===== src/design/kcpsv_pkg.sv =====
// Package for the KCP segment stream validator.
// Holds the header layout constants and the failure reason codes.
// No dependencies.
package kcpsv_pkg;

  // Header layout, counted in bytes from the start of a segment header.
  localparam logic [4:0] ID_LAST_POS  = 5'd3;
  localparam logic [4:0] CMD_POS      = 5'd4;
  localparam logic [4:0] LEN_POS      = 5'd20;
  localparam logic [4:0] HDR_LAST_POS = 5'd23;

  // Legal command byte range.
  localparam logic [7:0] CMD_LOW  = 8'd81;
  localparam logic [7:0] CMD_HIGH = 8'd84;

  // Failure reasons, in the order reported on fail_reason.
  typedef enum logic [2:0] {
    FAIL_OK        = 3'd0,
    FAIL_ZERO_CONV = 3'd1,
    FAIL_MISMATCH  = 3'd2,
    FAIL_COMMAND   = 3'd3,
    FAIL_TRUNCATED = 3'd4
  } fail_reason_t;

endpackage


===== src/design/kcp_segment_stream_validator_unit.sv =====
// Top level of the KCP segment stream validator.
// Walks one datagram a byte at a time and reports one verdict per datagram.
// Depends on kcpsv_pkg.
//
//   Channel | Handshake              | Payload
//   --------+------------------------+------------------------------------------
//   input   | in_valid / in_ready    | data_byte, last_byte
//   output  | out_valid / out_ready  | frame_valid, fail_reason, conversation_id
//
// One byte is taken per cycle while in_ready is high; the parse state updates at the same edge.
// The verdict for a datagram is registered and appears in the cycle after its last byte transfer.
// The result register frees when taken, so a stalled result stops input only
// while a verdict is still held; non-last bytes never wait on the output.
// Reset is synchronous and returns the parser to the start of a datagram.
module kcp_segment_stream_validator_unit (
  input  logic        clk,
  input  logic        rst,
  input  logic        in_valid,
  output logic        in_ready,
  input  logic [7:0]  data_byte,
  input  logic        last_byte,
  output logic        out_valid,
  input  logic        out_ready,
  output logic        frame_valid,
  output logic [2:0]  fail_reason,
  output logic [31:0] conversation_id
);

  // Parse state.
  logic [4:0]             header_pos;
  logic                   in_payload;
  logic [31:0]            payload_left;
  logic [31:0]            first_conversation;
  logic [31:0]            segment_word;
  logic                   first_segment;
  kcpsv_pkg::fail_reason_t fail_latch;

  logic [4:0]             header_pos_next;
  logic                   in_payload_next;
  logic [31:0]            payload_left_next;
  logic [31:0]            first_conversation_next;
  logic [31:0]            segment_word_next;
  logic                   first_segment_next;
  kcpsv_pkg::fail_reason_t fail_latch_next;
  kcpsv_pkg::fail_reason_t verdict;

  logic [31:0] left_dec;
  logic [31:0] word_base;
  logic [31:0] word_new;
  logic        in_xfer;

  // A held verdict stalls only a last byte, and only if it is not taken this cycle.
  assign in_ready = !out_valid || out_ready || !last_byte;
  assign in_xfer  = in_valid && in_ready;

  // Next parse state for the incoming byte.
  always_comb begin
    header_pos_next         = header_pos;
    in_payload_next         = in_payload;
    payload_left_next       = payload_left;
    first_conversation_next = first_conversation;
    segment_word_next       = segment_word;
    first_segment_next      = first_segment;
    fail_latch_next         = fail_latch;
    left_dec                = payload_left - 32'd1;

    // The word restarts at the first id byte and at the first length byte.
    if (header_pos == 5'd0 || header_pos == kcpsv_pkg::LEN_POS) begin
      word_base = '0;
    end else begin
      word_base = segment_word;
    end
    word_new = word_base | (32'(data_byte) << {header_pos[1:0], 3'b000});

    if (fail_latch == kcpsv_pkg::FAIL_OK) begin
      if (in_payload) begin
        // Skip payload bytes; a new header follows the last one.
        payload_left_next = left_dec;
        if (left_dec == 32'd0) begin
          in_payload_next = 1'b0;
          header_pos_next = 5'd0;
        end
      end else begin
        // Gather the id word and the length word.
        if (header_pos <= kcpsv_pkg::ID_LAST_POS || header_pos >= kcpsv_pkg::LEN_POS) begin
          segment_word_next = word_new;
        end

        // Check the conversation id once all four bytes are in.
        if (header_pos == kcpsv_pkg::ID_LAST_POS) begin
          if (first_segment) begin
            first_conversation_next = word_new;
            first_segment_next      = 1'b0;
            if (word_new == 32'd0) begin
              fail_latch_next = kcpsv_pkg::FAIL_ZERO_CONV;
            end
          end else if (word_new != first_conversation) begin
            fail_latch_next = kcpsv_pkg::FAIL_MISMATCH;
          end
        end

        // Check the command byte.
        if (header_pos == kcpsv_pkg::CMD_POS) begin
          if (data_byte < kcpsv_pkg::CMD_LOW || data_byte > kcpsv_pkg::CMD_HIGH) begin
            fail_latch_next = kcpsv_pkg::FAIL_COMMAND;
          end
        end

        // At the end of the header, enter the payload if it has bytes.
        if (header_pos == kcpsv_pkg::HDR_LAST_POS) begin
          header_pos_next = 5'd0;
          if (word_new != 32'd0) begin
            in_payload_next   = 1'b1;
            payload_left_next = word_new;
          end
        end else begin
          header_pos_next = header_pos + 5'd1;
        end
      end
    end

    // A datagram that stops inside a header or a payload is truncated.
    verdict = fail_latch_next;
    if (fail_latch_next == kcpsv_pkg::FAIL_OK &&
        (in_payload_next || header_pos_next != 5'd0)) begin
      verdict = kcpsv_pkg::FAIL_TRUNCATED;
    end
  end

  // Parse state registers; the last byte returns them to the start state.
  always_ff @(posedge clk) begin
    if (rst) begin
      header_pos         <= 5'd0;
      in_payload         <= 1'b0;
      payload_left       <= '0;
      first_conversation <= '0;
      segment_word       <= '0;
      first_segment      <= 1'b1;
      fail_latch         <= kcpsv_pkg::FAIL_OK;
    end else if (in_xfer) begin
      if (last_byte) begin
        header_pos         <= 5'd0;
        in_payload         <= 1'b0;
        payload_left       <= '0;
        first_conversation <= '0;
        segment_word       <= '0;
        first_segment      <= 1'b1;
        fail_latch         <= kcpsv_pkg::FAIL_OK;
      end else begin
        header_pos         <= header_pos_next;
        in_payload         <= in_payload_next;
        payload_left       <= payload_left_next;
        first_conversation <= first_conversation_next;
        segment_word       <= segment_word_next;
        first_segment      <= first_segment_next;
        fail_latch         <= fail_latch_next;
      end
    end
  end

  // Result register control.
  always_ff @(posedge clk) begin
    if (rst) begin
      out_valid <= 1'b0;
    end else if (in_xfer && last_byte) begin
      out_valid <= 1'b1;
    end else if (out_ready) begin
      out_valid <= 1'b0;
    end
  end

  // Result payload, loaded with the verdict on the last byte transfer.
  always_ff @(posedge clk) begin
    if (in_xfer && last_byte) begin
      frame_valid     <= (verdict == kcpsv_pkg::FAIL_OK);
      fail_reason     <= verdict;
      conversation_id <= first_conversation_next;
    end
  end

endmodule


===== config.mk =====
export PLATFORM = sky130hd
export DESIGN_NAME = kcp_segment_stream_validator_unit
export DESIGN_NICKNAME = d
export VERILOG_FILES = /design/src/design/kcpsv_pkg.sv /design/src/design/kcp_segment_stream_validator_unit.sv
export SDC_FILE = /design/constraint.sdc
export NUM_CORES = 1
export LEC_CHECK = 0
export BUFFER_PORTS_ARGS = -buffer_cell sky130_fd_sc_hd__buf_2
export CORE_ASPECT_RATIO = 0.8
export CORE_UTILIZATION = 35
export CTS_BUF_LIST = sky130_fd_sc_hd__clkbuf_8
export DETAILED_ROUTE_END_ITERATION = 10
export PLACE_DENSITY = 0.53
export REMOVE_ABC_BUFFERS = 1
export SYNTH_ARGS = -nofsm -noshare
export SYNTH_HDL_FRONTEND = slang
export SYNTH_SLANG_ARGS = --single-unit

===== constraint.sdc =====
create_clock -name clk -period 4.6 [get_ports clk]
set_input_delay 0.23 -clock clk [delete_from_list [all_inputs] [get_ports clk]]
set_output_delay 0.23 -clock clk [all_outputs]
set_load 0.005 [all_outputs]

; After elaboration in Yosys (flattened, before gate mapping)
; Cells that the tools add are included.
[word_totals]
inputBits = 13
mem_bits_ro = 0
mem_count = 0
ramBits = 0
regBits = 143
latch_bits = 0
[classes]
bitwise_logic = 1
n_div = 0
n_eq_ne = 6
addsub = 2
mul = 0
shift = 1
n_lt_le_gt_ge = 4
n_mux = 42
n_reduce_logical = 28
[op_table]
columns = op, n
row1 = 32-bit 2-to-1 mux, 15
row2 = 32-bit zero test, 2
row3 = 32-bit inequality test, 1
row4 = 32-bit OR, 1
row5 = 32-bit nonzero test, 1
row6 = 8-bit by 5-bit left shift with 32-bit output, 1
row7 = "32-bit by 1-bit subtractor with 32-bit output, second input constant", 1
row8 = 3-bit 2-to-1 mux, 10
row9 = 5-bit 2-to-1 mux, 5
row10 = 1-bit 2-to-1 mux, 12
row11 = 4-bit AND reduction, 3
row12 = "5-bit equality test, second input constant", 2
row13 = 3-bit zero test, 3
row14 = "8-bit by 7-bit > comparator with 1-bit output, second input constant", 1
row15 = "8-bit by 7-bit < comparator with 1-bit output, second input constant", 1
row16 = 2-bit nonzero test, 4
row17 = 1-bit logical OR, 6
row18 = 3-bit nonzero test, 2
row19 = "5-bit by 1-bit adder with 5-bit output, second input constant", 1
row20 = "5-bit by 2-bit equality test with 1-bit output, second input constant", 1
row21 = "5-bit by 3-bit equality test with 1-bit output, second input constant", 1
row22 = "5-bit greater-or-equal comparator, second input constant", 1
row23 = "5-bit by 2-bit less-or-equal comparator with 1-bit output, second input constant", 1
row24 = 5-bit zero test, 1
row25 = 4 further kinds, 7

; Logic depth before layout (Yosys ltp)
; Gate-level depths: netlist of the first run.
[logic_depth]
depth_word = 16
depth_mapped = 13
ltp_nobuf = 10

; Worst setup path after synthesis of the first run
; No wires, ideal clock.
[synth_path]
kind = reg-to-reg
startpoint = register header_pos[1]
endpoint = register payload_left[19]
path_stages_with_launch = 12
period_less_slack_ns = 2.602
required_ns = 4.526
slack_ns = 1.998
setup_ns = 0.074
t_arrival_ns = 2.527
path_cell_list = dfxtp_1 -> inv_2 -> ha_1 -> nor2b_2 -> nand2_2 -> a22oi_1 -> and4_4 -> a31o_2 -> a21o_1 -> buf_6 -> or4_1 -> a31oi_1
[synth_between]
elab_chain_len = 9
word_cells_on_any_way = 16
classes_between = 2 x eq/ne / 1 x shift / 6 x mux / 1 x bitwise / 6 x reduce/logical
[synth_rtl]
columns = element, line_no
row1 = start: declaration, kcp_segment_stream_validator_unit.sv:30  ; logic [4:0] header_pos;
row2 = start signal: assignment, kcp_segment_stream_validator_unit.sv:150  ; header_pos <= header_pos_next;
row3 = "parallel branches: the longest is 9 deep, another holds 8-bit by 5-bit left shift with 32-bit output", -
row4 = end signal: assignment, kcp_segment_stream_validator_unit.sv:152  ; payload_left <= payload_left_next;
row5 = end: declaration, kcp_segment_stream_validator_unit.sv:32  ; logic [31:0] payload_left;
; Several ways; the timed one is not identified. The select of a mux whose other input is x is not followed.
; A chain may end at the register's enable or synchronous reset.

; Worst setup path after layout of the first run
[layout_path]
startpoint = register header_pos[0]
endpoint = register fail_reason[1] (data pin)
[layout_between]
elab_chain_len = 15
word_cells_on_any_way = 34
classes_between = 1 x add/sub / 5 x eq/ne / 1 x shift / 18 x mux / 1 x bitwise / 8 x reduce/logical
[layout_rtl]
columns = element, line_no
row1 = 5-bit equality test or 5-bit zero test (tied branches), kcp_segment_stream_validator_unit.sv:68  ; if (header_pos == 5'd0 || header_pos == kcpsv_pkg::LEN_POS) begin
row2 = 1-bit logical OR, kcp_segment_stream_validator_unit.sv:68
row3 = 32-bit 2-to-1 mux, kcp_segment_stream_validator_unit.sv:68
row4 = 32-bit OR, kcp_segment_stream_validator_unit.sv:73  ; word_new = word_base | (32'(data_byte) << {header_pos[1:0], 3'b000});
row5 = 32-bit inequality test or 32-bit zero test (tied branches), "kcp_segment_stream_validator_unit.sv:97, kcp_segment_stream_validator_unit.sv:94"
row6 = 3-bit 2-to-1 mux (on tied branches), "kcp_segment_stream_validator_unit.sv:97, kcp_segment_stream_validator_unit.sv:94"
row7 = 3-bit 2-to-1 mux, kcp_segment_stream_validator_unit.sv:91  ; if (first_segment) begin
row8 = 3-bit 2-to-1 mux, kcp_segment_stream_validator_unit.sv:90  ; if (header_pos == kcpsv_pkg::ID_LAST_POS) begin
row9 = 3-bit 2-to-1 mux, kcp_segment_stream_validator_unit.sv:104  ; if (data_byte < kcpsv_pkg::CMD_LOW || data_byte > kcpsv_pkg::CMD_HIGH) begin
row10 = 3-bit 2-to-1 mux, kcp_segment_stream_validator_unit.sv:103  ; if (header_pos == kcpsv_pkg::CMD_POS) begin
row11 = 3-bit 2-to-1 mux, kcp_segment_stream_validator_unit.sv:76  ; if (in_payload) begin
row12 = 3-bit 2-to-1 mux, kcp_segment_stream_validator_unit.sv:75  ; if (fail_latch == kcpsv_pkg::FAIL_OK) begin
row13 = 3-bit zero test, kcp_segment_stream_validator_unit.sv:124  ; if (fail_latch_next == kcpsv_pkg::FAIL_OK &&
row14 = 1-bit logical AND, kcp_segment_stream_validator_unit.sv:124
row15 = 3-bit 2-to-1 mux *, kcp_segment_stream_validator_unit.sv:124
row16 = net verdict[1], kcp_segment_stream_validator_unit.sv:45  ; kcpsv_pkg::fail_reason_t verdict;
row17 = end signal: assignment, kcp_segment_stream_validator_unit.sv:176  ; fail_reason <= verdict;
row18 = end: declaration, kcp_segment_stream_validator_unit.sv:25  ; output logic [2:0] fail_reason,
; The timed path passes the listed nets; every way through them passes the cells marked *.

==> results of run 1 <==
==> cells by family (layout without fill, tap and decap cells) <==
| kind of cell | after synthesis | after routing | synth area share |
|---|---|---|---|
| flops | 143 | 143 | 0.427 |
| fa+ha+maj | 4 | 4 | 0.00663 |
| mux | 9 | 9 | 0.0123 |
| xor+xnor | 40 | 40 | 0.0474 |
| simple gates | 356 | 356 | 0.238 |
| compound gates | 269 | 269 | 0.222 |
| buf+inv | 83 | 114 | 0.0474 |
==> flip-flops by register name, summed over array words and instances (netlist names) <==
| signal | flops |
|---|---|
| conversation_id | 32 |
| fail_latch | 3 |
| fail_reason | 3 |
| first_conversation | 32 |
| first_segment | 1 |
| frame_valid | 1 |
| header_pos | 5 |
| in_payload | 1 |
| out_valid | 1 |
| payload_left | 32 |
| segment_word | 32 |
==> synth_stat cells, types with 3 or more instances <==
cell / n
a211oi_1: 5
a21oi_1: 76
a22o_1: 3
a22oi_1: 71
a31oi_1: 15
a32oi_1: 6
and2_1: 4
and3_1: 14
buf_2: 6
buf_4: 4
buf_6: 3
clkbuf_1: 56
dfxtp_1: 107
edfxtp_1: 36
ha_1: 4
inv_1: 10
mux2i_1: 7
nand2_1: 67
nand2b_1: 5
nand3_1: 14
nand4_1: 15
nor2_1: 110
nor3_1: 66
nor4_1: 14
nor4_2: 3
o211ai_1: 3
o21ai_0: 55
o21ai_1: 12
o31a_1: 3
o31ai_1: 4
or2_2: 3
or3_1: 4
or4_1: 16
xnor2_1: 6
xor2_1: 33
==> layer usage <==
metal | wire length, µm | share of wire
met1 | 12100 | 0.50
met5 | 0 | 0
met2 | 10100 | 0.42
met4 | 267 | 0.011
met3 | 1540 | 0.064
==> metrics by stage <==
stage	power, µW	hold WS (ns)	std cells	utilization	setup WS (ns)
floorplan	1520	0.299	833	-	0.329
global placement	1660	0.476	1172	0.382	1.01
detailed placement	1660	0.484	1172	0.382	0.941
CTS	2670	0.0274	1204	0.400	0.925
global route	2750	0.0746	1204	0.400	0.621
finish	2650	0.0518	1204	0.400	0.902
==> final cells by class <==
class	count	share of cell area
clock inverter	15	0.0179
timing repair buffer	70	0.0481
tap	269	0.0402
inverter	12	0.00537
sequential	143	0.385
multi-input combinational	678	0.476
clock buffer	17	0.0279
==> how the worst min path moves through the flow <==
stage | from | endpoint | slack, ns | cells past startpoint
5_1_grt | out_ready | out_valid | 0.07 | 3
6_report | out_ready | out_valid | 0.05 | 3
3_5_place_dp | payload_left[29] | payload_left[29] | 0.48 | 2
2_1_floorplan | rst | out_valid | 0.30 | 1
4_1_cts | out_ready | out_valid | 0.03 | 3
3_3_place_gp | payload_left[18] | payload_left[18] | 0.48 | 2
==> tightest hold or removal path: stages <==
cell and delay [ns]:
buf_2 0.07, nand2b_1 0.11, a21oi_1 0.06
==> power by group <==
| part | internal, µW | total [µW] | leakage [µW] | switching, µW |
|---|---|---|---|---|
| logic | 92.3 | 316 | 0.00157 | 224 |
| registers | 1300 | 1320 | 0.00121 | 16.9 |
| clock network | 444 | 1020 | 0.000182 | 571 |
| total | 1840 | 2650 | 0.00296 | 812 |
==> results.rst, run 1 <==
.. list-table::
   :header-rows: 1

   * - Metric
     - Value
   * - Post-route setup TNS
     - 0 ns
   * - R2R setup slack
     - 0.90 ns
   * - Flip-flop cell with the highest count after synthesis
     - dfxtp_1
   * - Number of distinct library cells after synthesis
     - 69
   * - Sequential cell area fraction in the yosys report
     - 0.427
   * - Hold WC Path Type
     - in -> reg
   * - Number of nets at the end of the flow
     - 939
   * - Chip Width
     - 166 µm
   * - Sequential cell area in the final layout
     - 0.00322 mm²
   * - GRT busiest layer
     - met1
   * - Run status
     - finished, violations left
   * - Global routing met3 resource utilization
     - 0.0425
   * - Max rail drop VDD
     - 0.000159 V
   * - Crit Path Max Fanout
     - 31
   * - Drt wl/cell
     - 20.0 µm
   * - Antenna Diode Count
     - 0
   * - Initial antenna violation count
     - 0
   * - Setup repair after global routing missed its margin
     - no
   * - Y dimension of the die
     - 133 µm
   * - CP startpoint
     - header_pos[0]
   * - Cts-stage hold buffer count
     - 0
   * - Total of warnings raised by yosys
     - 0
   * - Number of setup buffers added after CTS
     - 0
   * - Most frequent standard cell in the layout excluding fill and tap cells
     - nor2_1
   * - Clock root buffer
     - clkbuf_8
   * - Most area-hungry cell type in the Yosys netlist
     - dfxtp_1
   * - Post-route DRC violation count
     - 7
   * - Max Fclk
     - 270 MHz
   * - M2 GR Usage
     - 0.312
   * - Category of the critical setup timing path
     - reg -> reg
   * - GR Layer Usage met1
     - 0.327
   * - Number of clock buffers inserted by TritonCTS
     - 17
   * - Number of max-slew violations in the final report
     - 0
   * - Transition time at the pin with the least slew margin
     - 0.974 ns
   * - Source of the worst register-to-register timing path
     - header_pos[0]
   * - Detail Route Antenna Nets
     - 0
   * - Post-route clock period utilization
     - 0.804
   * - Final-report setup violation count
     - 0
   * - Failing checks
     - DRC
   * - Endpoints failing hold
     - 0
   * - Cell area after technology mapping
     - 0.00755 mm²
   * - Number of max-cap violations
     - 0
   * - Count of cell instances traversed by the critical path
     - 10
   * - Aggregate routed wire length
     - 24.0 mm
   * - Placed cell area
     - 0.00800 mm²
   * - Overall overflow remaining after global route
     - 0
   * - Bufs on Longest Clock Path
     - 2
   * - Combined buffer and inverter count along the critical path
     - 1
   * - Top library cells by usage in the layout, fill and taps aside
     - 109 x nor2_1, 107 x dfxtp_1, 76 x a21oi_1
   * - Number of cells upsized or downsized after cts
     - 0
   * - Number of cell rows
     - 47
   * - Area of the multi-input gates
     - 0.00399 mm²
   * - Routed vias
     - 7,035
   * - Skew final
     - 0.0153 ns
   * - Vias in the first global route
     - 6,193
   * - Mapped Avg Cell Area
     - 8.36 µm²
   * - Critical register-to-register path endpoint
     - fail_reason[1]
   * - Detailed placement HPWL
     - 16.4 mm
   * - Power density normalized to cell area
     - 317 mW/mm²
   * - Share of post-route cells with drive strength above 1
     - 0.136
   * - Req. time, crit path
     - 4.82 ns
   * - Clk slew on worst S/H paths
     - 0.09 ns
   * - Number of search-and-repair iterations in the first detailed-routing pass
     - 8
   * - Leakage
     - 0.00296 µW
   * - Kind of start point of the critical path
     - flip-flop
   * - Synth top area cells
     - dfxtp_1 28%, edfxtp_1 14%, a22oi_1 7.1%, nor2_1 5.5%, a21oi_1 5.0%
   * - Fraction of post-synthesis cell area in the top cell type by area
     - 0.284
   * - Cell type of the slowest stage on the worst timing path
     - dfxtp_1
   * - CTS tree
     - yes
   * - Fillers
     - 2,144
   * - First-iteration detailed-routing DRC count
     - 770
   * - Total routing usage reported by global routing
     - 0.217
   * - Period minus WS final
     - 3.70 ns
   * - Arr. time, crit path
     - 3.92 ns
   * - Number of clock sinks
     - 143
   * - Delay-heaviest family, CP
     - simple AND/OR/NAND/NOR gates
   * - Max-slew headroom at the worst pin
     - 0.348
   * - Avg Vias per Cell
     - 5.84
   * - Number of standard cells after synthesis
     - 904
   * - Synthesized flop and latch total
     - 143
   * - Series of cell instances along the critical path
     - inv_2, ha_1, nor2b_2, nand2_2, a22oi_1, xor2_1, nand4_1, nor4_1, a211oi_1, nand2b_1
   * - # H-tree levels
     - 4
   * - First-pass GRT wire length
     - 37.0 mm
   * - CP endpoint
     - fail_reason[1]
   * - Depth of the most critical reg-to-reg path
     - 10
   * - Element type at the critical path end
     - flip-flop
   * - Synthesis-to-finish area growth
     - 10.9%
   * - Clock latency of the later-clocked register in the worst-skew pair
     - 0.47 ns
   * - Floorplan die area
     - 0.0222 mm²
   * - Pin count of the biggest net entering global routing
     - 66
   * - Fraction of registers with async set or reset after synthesis
     - 0
   * - Number of top-level design ports
     - 51
   * - CP max stage delay
     - 0.66 ns
   * - Weighted congestion at the end of routability-driven global placement
     - 0.865
   * - Starting density of the core
     - 0.361
   * - Total of buffers placed on input and output ports
     - 50
   * - Post-layout instance area
     - 0.00838 mm²
   * - Core Box Area
     - 0.0209 mm²
   * - EDFF count, synth
     - 36
Power figures use the tool's default switching activity.
==> run 2, diff against run 1 <==
Clock period 4.6 ns to 3.8 ns, I/O delays scaled along.
==> run 2 against run 1 <==
Cell count up 0.91%. Worst setup slack worse by 0.52 ns. Via count down 0.37%. Sequential power up 21%. Clock power up 20%. Maximum frequency up 8.3%. Power up 21%. Wire length down 0.82%. The flow still finishes with violations (DRC). Clock-buffer cell count unchanged.
==> results.rst, run 2 (synthesized netlist as in run 1, its figures left out) <==
.. list-table::
   :header-rows: 1

   * - Metric
     - Value
   * - Run status
     - finished, violations left
   * - Failing checks
     - DRC
   * - Share of post-route cells with drive strength above 1
     - 0.146 (+0.0100)
   * - Weighted congestion at the end of routability-driven global placement
     - 0.888 (+2.6%)
   * - Total routing usage reported by global routing
     - 0.217 (about the same)
   * - Clock root buffer
     - clkbuf_8
   * - Setup repair after global routing missed its margin
     - no
   * - Number of cells upsized or downsized after cts
     - 0 (unchanged)
   * - Critical Path Most Common Cell
     - buf_4
   * - Req. time, crit path
     - 4.00 ns (-0.82 ns)
   * - Final-report setup violation count
     - 0 (unchanged)
   * - Number of max-slew violations in the final report
     - 0 (unchanged)
   * - Synthesis-to-finish area growth
     - 12.0%
   * - Number of top-level design ports
     - 51 (unchanged)
   * - Cell type of the slowest stage on the worst timing path
     - a2111oi_0
   * - CP max stage delay
     - 0.48 ns (-0.18 ns)
   * - Crit Path Max Fanout
     - 26 (-16%)
   * - Number of search-and-repair iterations in the first detailed-routing pass
     - 9 (+1)
   * - First-iteration detailed-routing DRC count
     - 718 (-6.8%)
   * - Element type at the critical path end
     - flip-flop
   * - Routed vias
     - 7,009 (-0.37%)
   * - Number of cell rows
     - 47 (unchanged)
   * - Delay-heaviest family, CP
     - compound AO/OA/AOI/OAI gates
   * - Hold Slack
     - 0.0198 ns (-0.0320 ns)
   * - Y dimension of the die
     - 133 µm (unchanged)
   * - Power density normalized to cell area
     - 379 mW/mm² (+20%)
   * - Fillers
     - 2,147 (+0.14%)
   * - Cts-stage hold buffer count
     - 0 (unchanged)
   * - Transition time at the pin with the least slew margin
     - 0.937 ns (-0.0368 ns)
   * - Combined buffer and inverter count along the critical path
     - 3 (+2)
   * - Series of cell instances along the critical path
     - inv_2, ha_1, nor2b_2, nand2_2, buf_4, a22oi_1, xor2_1, nand4_1, nor4_1, buf_4, a2111oi_0, nor3_1
   * - Floorplan die area
     - 0.0222 mm² (unchanged)
   * - Number of setup buffers added after CTS
     - 0 (unchanged)
   * - Most frequent standard cell in the layout excluding fill and tap cells
     - nor2_1
   * - R2R setup slack
     - 0.39 ns (-0.52 ns)
   * - Starting density of the core
     - 0.361 (unchanged)
   * - Core Box Area
     - 0.0209 mm² (unchanged)
   * - Chip Width
     - 166 µm (unchanged)
   * - Post-route clock period utilization
     - 0.898 (+0.0944)
   * - CTS tree
     - yes
   * - Placement Setup Slack
     - 0.442 ns (-0.500 ns)
   * - Sequential cell area in the final layout
     - 0.00322 mm² (unchanged)
   * - Antenna Diode Count
     - 0 (unchanged)
   * - Number of clock buffers inserted by TritonCTS
     - 17 (unchanged)
   * - Top library cells by usage in the layout, fill and taps aside
     - 109 x nor2_1, 107 x dfxtp_1, 76 x a21oi_1
   * - Number of nets at the end of the flow
     - 950 (+1.2%)
   * - Post-route DRC violation count
     - 7 (unchanged)
   * - Hold WC Path Type
     - in -> reg
   * - Avg Vias per Cell
     - 5.77 (-1.3%)
   * - Total of buffers placed on input and output ports
     - 50 (unchanged)
   * - Detail Route Antenna Nets
     - 0 (unchanged)
   * - # H-tree levels
     - 4 (unchanged)
   * - Max-slew headroom at the worst pin
     - 0.375 (+0.0270)
   * - Kind of start point of the critical path
     - flip-flop
   * - Number of clock sinks
     - 143 (unchanged)
   * - Placed cell area
     - 0.00808 mm² (+1.0%)
   * - Post-layout instance area
     - 0.00846 mm² (+0.99%)
   * - Final cell utilization of the core
     - 0.404 (+0.00394)
   * - Leakage
     - 0.00303 µW (+2.3%)
   * - Endpoints failing hold
     - 0 (unchanged)
   * - Detailed placement HPWL
     - 16.4 mm (+0.44%)
   * - Overall overflow remaining after global route
     - 0 (unchanged)
   * - Vias in the first global route
     - 6,342 (+2.4%)
   * - First-pass GRT wire length
     - 37.5 mm (+1.3%)
   * - Area of the multi-input gates
     - 0.00399 mm² (unchanged)
   * - Pin count of the biggest net entering global routing
     - 81 (+23%)
   * - Clock latency of the later-clocked register in the worst-skew pair
     - 0.46 ns (about the same)
   * - Max rail drop VDD
     - 0.000247 V (+55%)
   * - Skew final
     - 0.0157 ns (+0.000375 ns)
   * - Number of max-cap violations
     - 0 (unchanged)
   * - Arr. time, crit path
     - 3.61 ns (-0.31 ns)
   * - Aggregate routed wire length
     - 23.8 mm (-0.82%)
   * - Period minus WS final
     - 3.41 ns (-0.284 ns)
   * - Clk slew on worst S/H paths
     - 0.09 ns (about the same)
   * - Drt wl/cell
     - 19.6 µm (-1.7%)
   * - Max Fclk
     - 293 MHz (+8.3%)
   * - Category of the critical setup timing path
     - reg -> reg
   * - Worst Slack Setup Final
     - 0.386 ns (-0.516 ns)
   * - Initial antenna violation count
     - 0 (unchanged)
   * - Bufs on Longest Clock Path
     - 2 (unchanged)
[run 2: changes by cell type in the layout (fill, tap and decap cells not counted), sizes merged]
| cell | delta |
|---|---|
| buf | +11 |
| clkinv | +4 |
| clkinvlp | -4 |
[run 2: power by group]
part | switching [µW] | internal [µW] | total [µW]
Sequential | 17.7 | 1580 | 1600
Combinational | 275 | 117 | 392
Clock | 680 | 541 | 1220
[run 2: worst min-delay path: cells and delay by family]
kind            cells  cell delay [ns]
compound gates      1             0.06
simple gates        1             0.10
buf+inv             1             0.07
[run 2: routing by layer]
metal / global-route usage / share of wire
met1: 0.324 / 0.50
met2: 0.310 / 0.41
met4: 0.0586 / 0.014
met5: 0 / 0
met3: 0.0484 / 0.073
[run 2: area by class of cell]
type | count | area share
Sequential cell | 143 | 0.381
Clock inverter | 15 | 0.0177
Tap cell | 269 | 0.0398
Multi-Input combinational cell | 678 | 0.471
Clock buffer | 17 | 0.0276
Inverter | 12 | 0.00532
Timing Repair Buffer | 81 | 0.0574
[run 2: path summary, 6_finish.rpt]
| check | from | to | depth (start not counted) |
|---|---|---|---|
| setup reg to reg | header_pos[1] | fail_reason[2] | 12 |
| setup / recovery | header_pos[1] | fail_reason[2] | 12 |
| hold / removal | out_ready | out_valid | 3 |
| hold reg to reg | payload_left[31] | payload_left[31] | 2 |
[run 2: through the flow]
stage                     total power, µW  setup TNS [ns]  std cells
final                                3210               0       1215
after global routing                 3350               0       1215
after CTS                            3230               0       1215
after detailed placement             2020               0       1183
after global placement               2020               0       1183
after floorplan                      1840          -15.08        833
==> run 3, diff against run 2 <==
Settings changed: CORE_ASPECT_RATIO 0.8 to 1.75.
==> run 3 against run 2 <==
The run now ends clean. Sequential power hardly changed. Worst setup slack better by 0.11 ns. Critical path depth stayed put. Clock skew is 0.0011 ns lower. Critical path type unchanged. Cell count is 1.1% lower. Sequential share of layout area is 0.19 points lower. First-iteration DRC count is 41% lower. Clock-buffer cell count is 1 higher. Wire length is 3.3% higher. Die area hardly changed. Register-to-register slack better by 0.11 ns. Combinational power is 2% higher.
==> results.rst, run 3 (synthesized netlist as in run 1, its figures left out) <==
.. list-table::
   :header-rows: 1

   * - Metric
     - Value
   * - Run status
     - finished, final reports clean
   * - Series of cell instances along the critical path
     - inv_2, ha_1, nor2b_2, nand2_2, buf_4, a22oi_1, xor2_1, nand4_1, nor4_1, buf_4, a211oi_1, nand2b_1
   * - Most frequent standard cell in the layout excluding fill and tap cells
     - nor2_1
   * - Clk slew on worst S/H paths
     - 0.09 ns (about the same)
   * - Total routing usage reported by global routing
     - 0.229 (+0.0121)
   * - Element type at the critical path end
     - flip-flop
   * - Clock root buffer
     - clkbuf_8
   * - Worst Hold Path EP
     - first_conversation[4]
   * - Category of the critical setup timing path
     - reg -> reg
   * - Post-layout instance area
     - 0.00851 mm² (+0.50%)
   * - Bufs on Longest Clock Path
     - 2 (unchanged)
   * - Cell type of the slowest stage on the worst timing path
     - a22oi_1
   * - Setup repair after global routing missed its margin
     - no
   * - Arr. time, crit path
     - 3.51 ns (-0.10 ns)
   * - Core Box Area
     - 0.0210 mm² (+0.41%)
   * - Critical Path Most Common Cell
     - buf_4
   * - CP max stage delay
     - 0.49 ns (about the same)
   * - Clock Power Share
     - 0.385 (+0.005)
   * - First-pass GRT wire length
     - 39.0 mm (+4.0%)
   * - CTS tree
     - yes
   * - Source of the worst register-to-register timing path
     - header_pos[1]
   * - CP startpoint
     - header_pos[1]
   * - Detail Route Antenna Nets
     - 0 (unchanged)
   * - # H-tree levels
     - 4 (unchanged)
   * - Max Fclk
     - 302 MHz (+3.2%)
   * - Number of clock sinks
     - 143 (unchanged)
   * - Avg Vias per Cell
     - 5.85 (+1.5%)
   * - Depth of the most critical reg-to-reg path
     - 12 (unchanged)
   * - Floorplan die area
     - 0.0222 mm² (about the same)
   * - Endpoints failing hold
     - 0 (unchanged)
   * - Vias in the first global route
     - 6,838 (+7.8%)
   * - Number of cells upsized or downsized after cts
     - 0 (unchanged)
   * - Number of top-level design ports
     - 51 (unchanged)
   * - Worst hold path startpoint
     - rst
   * - Number of clock buffers inserted by TritonCTS
     - 17 (unchanged)
   * - Starting density of the core
     - 0.359 (-0.00146)
   * - Final-report setup violation count
     - 0 (unchanged)
   * - Drt wl/cell
     - 20.5 µm (+4.5%)
   * - Aggregate routed wire length
     - 24.6 mm (+3.3%)
   * - Period minus WS final
     - 3.31 ns (-0.107 ns)
   * - Fraction of power consumed by sequential logic
     - 0.492 (-0.006)
   * - Initial antenna violation count
     - 0 (unchanged)
   * - Skew final
     - 0.0146 ns (-0.00112 ns)
   * - Max-slew headroom at the worst pin
     - 0.460 (+0.0847)
   * - Power density normalized to cell area
     - 381 mW/mm² (+0.56%)
   * - First-iteration detailed-routing DRC count
     - 422 (-41%)
   * - Fillers
     - 2,167 (+0.93%)
   * - Post-route clock period utilization
     - 0.870 (-0.0282)
   * - Leakage
     - 0.00305 µW (+0.62%)
   * - Post-route DRC violation count
     - 0 (-7)
   * - Max rail drop VDD
     - 0.000216 V (-13%)
   * - Number of search-and-repair iterations in the first detailed-routing pass
     - 5 (-4)
   * - Top library cells by usage in the layout, fill and taps aside
     - 109 x nor2_1, 107 x dfxtp_1, 76 x a21oi_1
   * - Combinational share of power
     - 0.123 (about the same)
   * - R2R setup slack
     - 0.49 ns (+0.11 ns)
   * - Antenna Diode Count
     - 0 (unchanged)
   * - Number of cell rows
     - 70 (+49%)
   * - Share of post-route cells with drive strength above 1
     - 0.148 (+0.00254)
   * - Total of buffers placed on input and output ports
     - 50 (unchanged)
   * - Net switching power figure
     - 934 µW (-3.9%)
   * - Switching part of the total
     - 0.288 (-0.0150)
   * - Hold WC Path Type
     - in -> reg
   * - Routed vias
     - 7,037 (+0.40%)
   * - Kind of start point of the critical path
     - flip-flop
   * - Post-route setup TNS
     - 0 ns (unchanged)
   * - Crit Path Max Fanout
     - 19 (-27%)
   * - Pin count of the biggest net entering global routing
     - 65 (-20%)
   * - Weighted congestion at the end of routability-driven global placement
     - 0.915 (+3.1%)
   * - Y dimension of the die
     - 196 µm (+47%)
   * - Synthesis-to-finish area growth
     - 12.6%
   * - Number of max-slew violations in the final report
     - 0 (unchanged)
   * - Overall overflow remaining after global route
     - 0 (unchanged)
   * - Req. time, crit path
     - 4.00 ns (about the same)
   * - Number of max-cap violations
     - 0 (unchanged)
   * - Clock latency of the later-clocked register in the worst-skew pair
     - 0.46 ns (about the same)
   * - Number of nets at the end of the flow
     - 954 (+0.42%)
   * - Critical register-to-register path endpoint
     - fail_reason[1]
   * - Transition time at the pin with the least slew margin
     - 0.808 ns (-0.129 ns)
   * - Hold Crit Depth
     - 2 (-1)
   * - Number of setup buffers added after CTS
     - 0 (unchanged)
   * - Chip Width
     - 113 µm (-32%)
   * - Final cell utilization of the core
     - 0.405 (about the same)
   * - Detailed placement HPWL
     - 17.6 mm (+7.2%)
   * - Int Power
     - 2310 µW (+3.2%)
   * - Placed cell area
     - 0.00809 mm² (+0.17%)
[run 3: changes by cell type in the layout (fill, tap and decap cells not counted)]
cell	before	now
dlygate4sd3_1	0	1
clkinv_4	2	4
inv_8	4	0
inv_1	10	9
buf_12	0	1
buf_4	32	34
clkinv_1	0	1
clkinv_2	3	2
clkbuf_8	17	18
bufinv_16	1	2
clkinvlp_4	1	2
[run 3: worst max path at each step]
stage / to / slack (ns) / cells after the start
final: fail_reason[1] / 0.49 / 12
after global routing: fail_reason[1] / 0.18 / 12
after CTS: fail_reason[1] / 0.45 / 12
after detailed placement: fail_reason[1] / 0.48 / 12
after global placement: fail_reason[1] / 0.59 / 12
after floorplan: segment_word[0] / -0.47 / 6
[run 3: per-layer routing]
metal  vias up  wire length [µm]  track usage
li1       3417                 -            -
met1      3387             10000        0.265
met2       178             12900        0.407
met3        55               728       0.0317
met4         0               955        0.118
met5         -                 0            0
[run 3: area by class of cell]
type                            instances  area [µm²]  area share
Multi-Input combinational cell        678        3990       0.469
Sequential cell                       143        3220       0.379
Timing Repair Buffer                   85         531      0.0624
Tap cell                              252         315      0.0371
Clock buffer                           18         248      0.0291
Clock inverter                         14         155      0.0182
Inverter                               12        45.0     0.00530
[run 3: power groups by stage]
stage / logic, µW / clock network, µW / registers (µW)
after floorplan: 212 / 0 / 1630
after global placement: 394 / 0 / 1630
after detailed placement: 393 / 0 / 1630
after CTS: 396 / 1290 / 1600
after global routing: 431 / 1340 / 1600
final: 398 / 1250 / 1600
[run 3: timing repair]
| action | 4_1_cts | 5_1_grt |
|---|---|---|
| setup endpoints to repair | 0 | 0 |
| hold endpoints to repair | 1 | 0 |
| hold buffers | 1 | 0 |
[run 3: critical path, delay by kind of cell, from the launching register on]
family                     cells  cell delay, ns
AOI/OAI and AO/OA              2            0.59
xor gates and xnor gates       1            0.21
adders and majority gates      1            0.16
buffers and inverters          3            0.66
DFF                            1            0.40
and+or+nand+nor                5            1.01
[run 3: per-stage QoR]
| step | hold slack, ns | instances | setup slack [ns] | total power, µW |
|---|---|---|---|---|
| 3_5_place_dp | 0.478 | 1169 | 0.475 | 2030 |
| 4_1_cts | 0.243 | 1202 | 0.449 | 3280 |
| 6_report | 0.251 | 1202 | 0.493 | 3240 |
| 2_1_floorplan | 0.259 | 833 | -0.471 | 1840 |
| 5_1_grt | 0.255 | 1202 | 0.184 | 3370 |
| 3_3_place_gp | 0.475 | 1169 | 0.590 | 2030 |
